`config.mk`:
```
export PLATFORM = sky130hd
export DESIGN_NAME = ric_cell
export DESIGN_NICKNAME = d
export VERILOG_FILES = /design/src/hdl/ric_pkg.sv /design/src/hdl/ric_cell.sv
export SDC_FILE = /design/constraint.sdc
export NUM_CORES = 1
export LEC_CHECK = 0
export ABC_AREA = 1
export BUFFER_PORTS_ARGS = -buffer_cell sky130_fd_sc_hd__buf_2
export CAP_MARGIN = 15
export CORE_UTILIZATION = 58
export DETAILED_ROUTE_END_ITERATION = 12
export PLACE_DENSITY = 0.8
export SKIP_CTS_REPAIR_TIMING = 1
export SYNTH_ARGS = -nofsm -noshare
export SYNTH_HDL_FRONTEND = slang
export SYNTH_SLANG_ARGS = --single-unit
```
`constraint.sdc`:
```
create_clock -name clk_i -period 3.6 [get_ports clk_i]
set_clock_uncertainty 0.2 [all_clocks]
set_input_delay 0.18 -clock clk_i [delete_from_list [all_inputs] [get_ports clk_i]]
set_output_delay 0.18 -clock clk_i [all_outputs]
set_load 0.005 [all_outputs]
```
`src/hdl/ric_pkg.sv`:
```
// Package for the readiness interest table: item structs, codes, cell-chain types.
// No dependencies; used by every other file in hdl/.
`timescale 1ns / 1ps
package ric_pkg;

  localparam int unsigned FD_COUNT         = 64;
  localparam int unsigned FD_W             = 6;
  localparam int unsigned MASK_W           = 32;
  localparam int unsigned DEF_SET_COUNT    = 8;
  localparam int unsigned DEF_SET_ENTRIES  = 32;

  typedef enum logic [2:0] {
    MODE_SET_READY = 3'd0,
    MODE_POLL      = 3'd1,
    MODE_CREATE    = 3'd2,
    MODE_ADD       = 3'd3,
    MODE_MODIFY    = 3'd4,
    MODE_DELETE    = 3'd5,
    MODE_WAIT      = 3'd6
  } mode_e;

  typedef enum logic [2:0] {
    ST_OK       = 3'd0,
    ST_BADARG   = 3'd1,
    ST_DUP      = 3'd2,
    ST_FULL     = 3'd3,
    ST_NOTFOUND = 3'd4,
    ST_NOSET    = 3'd5
  } status_e;

  typedef enum logic [1:0] {
    S_IDLE,
    S_EXEC,
    S_SCAN,
    S_TERM
  } state_e;

  typedef struct packed {
    logic [2:0]        mode;
    logic [3:0]        set_id;
    logic [6:0]        fd;
    logic [MASK_W-1:0] events_mask;
    logic [5:0]        max_count;
    logic              last_element;
  } req_t;

  typedef struct packed {
    logic [2:0]        status;
    logic [2:0]        new_set;
    logic [5:0]        ready_fd;
    logic [MASK_W-1:0] hit_events;
    logic [7:0]        count;
    logic              has_entry;
    logic              end_of_run;
  } res_t;

  typedef struct packed {
    logic [FD_W-1:0]   fd;
    logic [MASK_W-1:0] mask;
  } entry_t;

  typedef struct packed {
    logic vld;
    logic found;
  } tok_t;

  typedef struct packed {
    logic   act;
    entry_t ent;
  } rpt_t;

  typedef struct packed {
    mode_e             op;
    logic [6:0]        fd;
    logic [MASK_W-1:0] mask;
  } ctl_t;

endpackage

```
`src/hdl/ric_cell.sv`:
```
// One list slot of every interest set; passes the scan token to its neighbor.
// Depends on ric_pkg.
`timescale 1ns / 1ps
module ric_cell import ric_pkg::*; #(
  parameter int unsigned SET_COUNT   = DEF_SET_COUNT,
  parameter int unsigned SET_ENTRIES = DEF_SET_ENTRIES,
  parameter int unsigned CELL_IDX    = 0
) (
  input  logic                                  clk_i,
  input  logic                                  rst_ni,
  input  ctl_t                                  ctl_i,
  input  logic [(SET_COUNT > 1 ? $clog2(SET_COUNT) : 1)-1:0] set_i,
  input  logic [$clog2(SET_ENTRIES+1)-1:0]      len_i,
  input  logic                                  app_we_i,
  input  tok_t                                  tok_i,
  output tok_t                                  tok_o,
  input  entry_t                                nb_i,
  output entry_t                                ent_o,
  output rpt_t                                  rpt_o
);
  localparam int unsigned LW = $clog2(SET_ENTRIES+1);

  logic [FD_W-1:0]   fd_q   [SET_COUNT];
  logic [MASK_W-1:0] mask_q [SET_COUNT];
  entry_t cur;
  logic   active, nxt_ok, match, first, mod_we, shift_we, app_hit;
  tok_t   tok_q;

  assign cur.fd   = fd_q[set_i];
  assign cur.mask = mask_q[set_i];
  assign ent_o    = cur;

  assign active   = (LW+1)'(CELL_IDX) < {1'b0, len_i};
  assign nxt_ok   = (LW+1)'(CELL_IDX + 1) < {1'b0, len_i};
  assign match    = tok_i.vld && active && ({1'b0, cur.fd} == ctl_i.fd);
  assign first    = match && !tok_i.found;
  assign mod_we   = (ctl_i.op == MODE_MODIFY) && first;
  // pull the upper neighbor down from the deleted slot upward
  assign shift_we = (ctl_i.op == MODE_DELETE) && tok_i.vld && (tok_i.found || match) && nxt_ok;
  assign app_hit  = app_we_i && (len_i == LW'(CELL_IDX));

  always_ff @(posedge clk_i) begin
    if (shift_we) begin
      fd_q[set_i]   <= nb_i.fd;
      mask_q[set_i] <= nb_i.mask;
    end else if (app_hit) begin
      fd_q[set_i]   <= ctl_i.fd[FD_W-1:0];
      mask_q[set_i] <= ctl_i.mask;
    end else if (mod_we) begin
      mask_q[set_i] <= ctl_i.mask;
    end
  end

  always_ff @(posedge clk_i or negedge rst_ni) begin
    if (!rst_ni) begin
      tok_q <= '0;
    end else begin
      tok_q.vld   <= tok_i.vld;
      tok_q.found <= tok_i.found | match;
    end
  end

  assign tok_o     = tok_q;
  assign rpt_o.act = tok_i.vld && active;
  assign rpt_o.ent = tok_i.vld ? cur : '0;

endmodule

```
==> summary.txt <==
Logic synthesis
  – Yosys warns: 0
  – Prevailing post-synth register cell: edfxtp_1
  – Post-synth cell types: 29
  – Post-Synthesis Cell Area: 12900 sq um
  – FF+latch count, synth: 306
  – Sequential share of the synthesized area: 71.4%
  – Top cells by area, synth: edfxtp_1 71%, nand2_1 5.1%, a22o_1 4.7%
  – Area leader, netlist: edfxtp_1
  – Syn Area/Cell: 12.7 sq um
  – Cells after synthesis: 1014
  – Synth async-reset ratio: 0.654%
  – Post-synth EDFFs: 304
  – Top cell type's share of synthesized area: 71.0%
  – Synth Net Count: 1108

Hold path
  – Hold Crit Class: primary input to flip-flop

Floorplan
  – Die ar.: 22800 sq um
  – DIE WIDTH: 151 um
  – Initial Util: 59.1%
  – Die Y: 151 um
  – Site Rows: 54
  – I/O Pins: 173
  – Core ar.: 21800 sq um

Outcome
  – Status: finished, violations left
  – Failing checks: hold timing

Layout
  – Sequential Area: 9180 sq um
  – Layout area overhead: 19.1%
  – # diodes: 0
  – Commonest non-fill, non-tap cells in the layout: 304 x edfxtp_1, 176 x nand2_1, 172 x buf_2
  – Layout cells sized above 1: 23.3%
  – Fill count: 1449
  – Layout Nets: 1318
  – Post-Layout Cell Count: 1523
  – Leading cell type in the layout, fill and taps excluded: edfxtp_1
  – Area occupied by multi-input gates: 2840 sq um

Timing
  – RSZ-0062 raised after global routing: false
  – Fin crit share: 91.6%
  – Finish-stage setup viols: 0
  – Max-slew headroom: 30.3%
  – Worst hold margin: -0.0533 ns
  – Final hold viol count: 99
  – Worst setup margin: 0.302 ns
  – Least-Margin Pin Slew: 1.04 ns
  – Min cycle time layout: 3.30 ns
  – Fmax: 303 MHz
  – Max Slew Vio Count: 0
  – Final TNS setup: 0 ns

Clocking
  – Clock buffer depth: 3
  – CTS buffer count: 27
  – Worst-Skew Late Latency: 0.53 ns
  – CTS tree: done
  – Htree depth: 1
  – CTS Sinks: 306
  – Clock-pin slew on the worst setup and hold paths: 0.07 ns
  – CTS root buffer: clkbuf_16

Drt
  – Post-route DRC: 0
  – Via density: 5.67
  – Post-DRT Antenna Nets: 0
  – Vias: 8637
  – DR pass1 iterations: 5
  – Wire per inst: 19.1 um
  – DRT Wirelength: 29.0 mm
  – 1st-iter DRT viols: 791

Global routing
  – Pin count of the biggest net entering global routing: 65
  – First-pass GRT wire length: 42.5 mm
  – Vias in the first global route: 7826
  – GRT Residual Overflow: 0
  – GRT Overall Usage: 25.1%
  – Initial antenna violation count: 0

Placed design
  – Placed Instances: 1446
  – Final Wtd Congestion: 0.840
  – Port-buffer cells: 172
  – DP Worst Slack: 0.415 ns
  – Final HPWL from detailed placement: 17.8 mm

Worst setup path
  – Worst path arrival time: 3.36 ns
  – Startpoint types: flip-flop
  – Setup CP Type: flip-flop to flip-flop
  – Crit. End Element: flip-flop
  – Required time worst endpoint: 3.67 ns
  – Worst Path Max Fanout: 64

Power and ir drop
  – Pleak: 6.18 nW
  – Pwr dens: 492 nW/um^2
  – Max VDD drop: 0.000350 V

Job
  – Max cap viols: 0
## synth_stat cells, types with 4 or more instances
library cell	number
a21oi_1	18
a221oi_1	36
a22o_1	69
a22oi_1	18
buf_1	6
buf_2	10
buf_6	9
clkbuf_1	22
edfxtp_1	304
inv_1	153
inv_2	5
nand2_1	176
nand3_1	24
nand4_1	18
nor2_1	51
nor2_2	4
o21ai_0	40
o21ai_1	9
o21ai_2	22
or2_2	7
## final cells by class
| cell class | count | area share [%] |
|---|---|---|
| clock buffers | 33 | 4.56 |
| multi-input cells | 501 | 18.6 |
| well taps | 280 | 2.29 |
| flip-flops and latches | 306 | 60.0 |
| repair buffers | 230 | 9.19 |
| clock inverters | 15 | 1.55 |
| inverters | 158 | 3.87 |
## state kept, by name (all words and copies together), names as in the netlist
signal,cells
fd_q,48
tok_o,2
mask_q,256
## report_power, final
part | total (mW) | switching (mW) | leakage [nW] | internal, mW
logic | 0.547 | 0.328 | 2.99 | 0.219
registers | 3.94 | 0.00503 | 2.75 | 3.94
clock network | 3.03 | 1.22 | 0.439 | 1.81
## critical path, cell delays in order (launching register included)
cell,delay (ns)
edfxtp_1,0.37
or2_2,0.28
nand3_1,0.07
nand2_1,0.07
inv_1,0.06
nand2_1,0.06
nand2_1,0.06
nand3_1,0.07
nor2_1,0.28
nand4_1,0.19
buf_4,0.38
nand2_1,0.16
o21ai_2,0.11
dlygate4sd3_1,0.65
## stage by stage
stage	hold slack, ns	power [mW]	cell area [sq um]	util (%)
2_1_floorplan	-0.316	4.31	12900	-
3_3_place_gp	-0.233	4.52	14100	64.7
3_5_place_dp	-0.235	4.54	14100	64.7
4_1_cts	-0.788	7.51	15000	69.0
5_1_grt	0.000572	7.73	15300	70.4
6_report	-0.0533	7.52	15300	70.4
## logic make-up (layout without fill, tap and decap cells)
kind of cell | after synthesis | in the layout | share of synthesized area, %
and+or+nand+nor | 286 | 286 | 9.35
buffers and inverters | 207 | 436 | 6.73
DFF | 306 | 306 | 71.4
AOI/OAI and AO/OA | 215 | 215 | 12.5
## layer usage
layer / part of all wire, % / GRT usage [%] / vias up
li1: - / - / 4039
met1: 40 / 34.0 / 4165
met2: 52 / 43.6 / 380
met3: 6.8 / 2.86 / 53
met4: 1.9 / 6.45 / 0
met5: 0 / 0 / -
## path summary, 6_finish.rpt
check | from | end | slack (ns) | cells after the start
setup / recovery | fd_q[2][0]$_DFFE_PP_ | mask_q[6][28]$_DFFE_PP_ | 0.30 | 13
min in group asynchronous | rst_ni | tok_o[0]$_DFF_PN0_ | 0.31 | 3
hold / removal | nb_i[30] | mask_q[7][30]$_DFFE_PP_ | -0.05 | 5
setup reg to reg | fd_q[2][0]$_DFFE_PP_ | mask_q[6][28]$_DFFE_PP_ | 0.30 | 13
max in group asynchronous | rst_ni | tok_o[1]$_DFF_PN0_ | 2.77 | 3
hold reg to reg | fd_q[7][0]$_DFFE_PP_ | tok_o[0]$_DFF_PN0_ | 1.38 | 10
No activity file was read; power rests on OpenSTA's default activity.
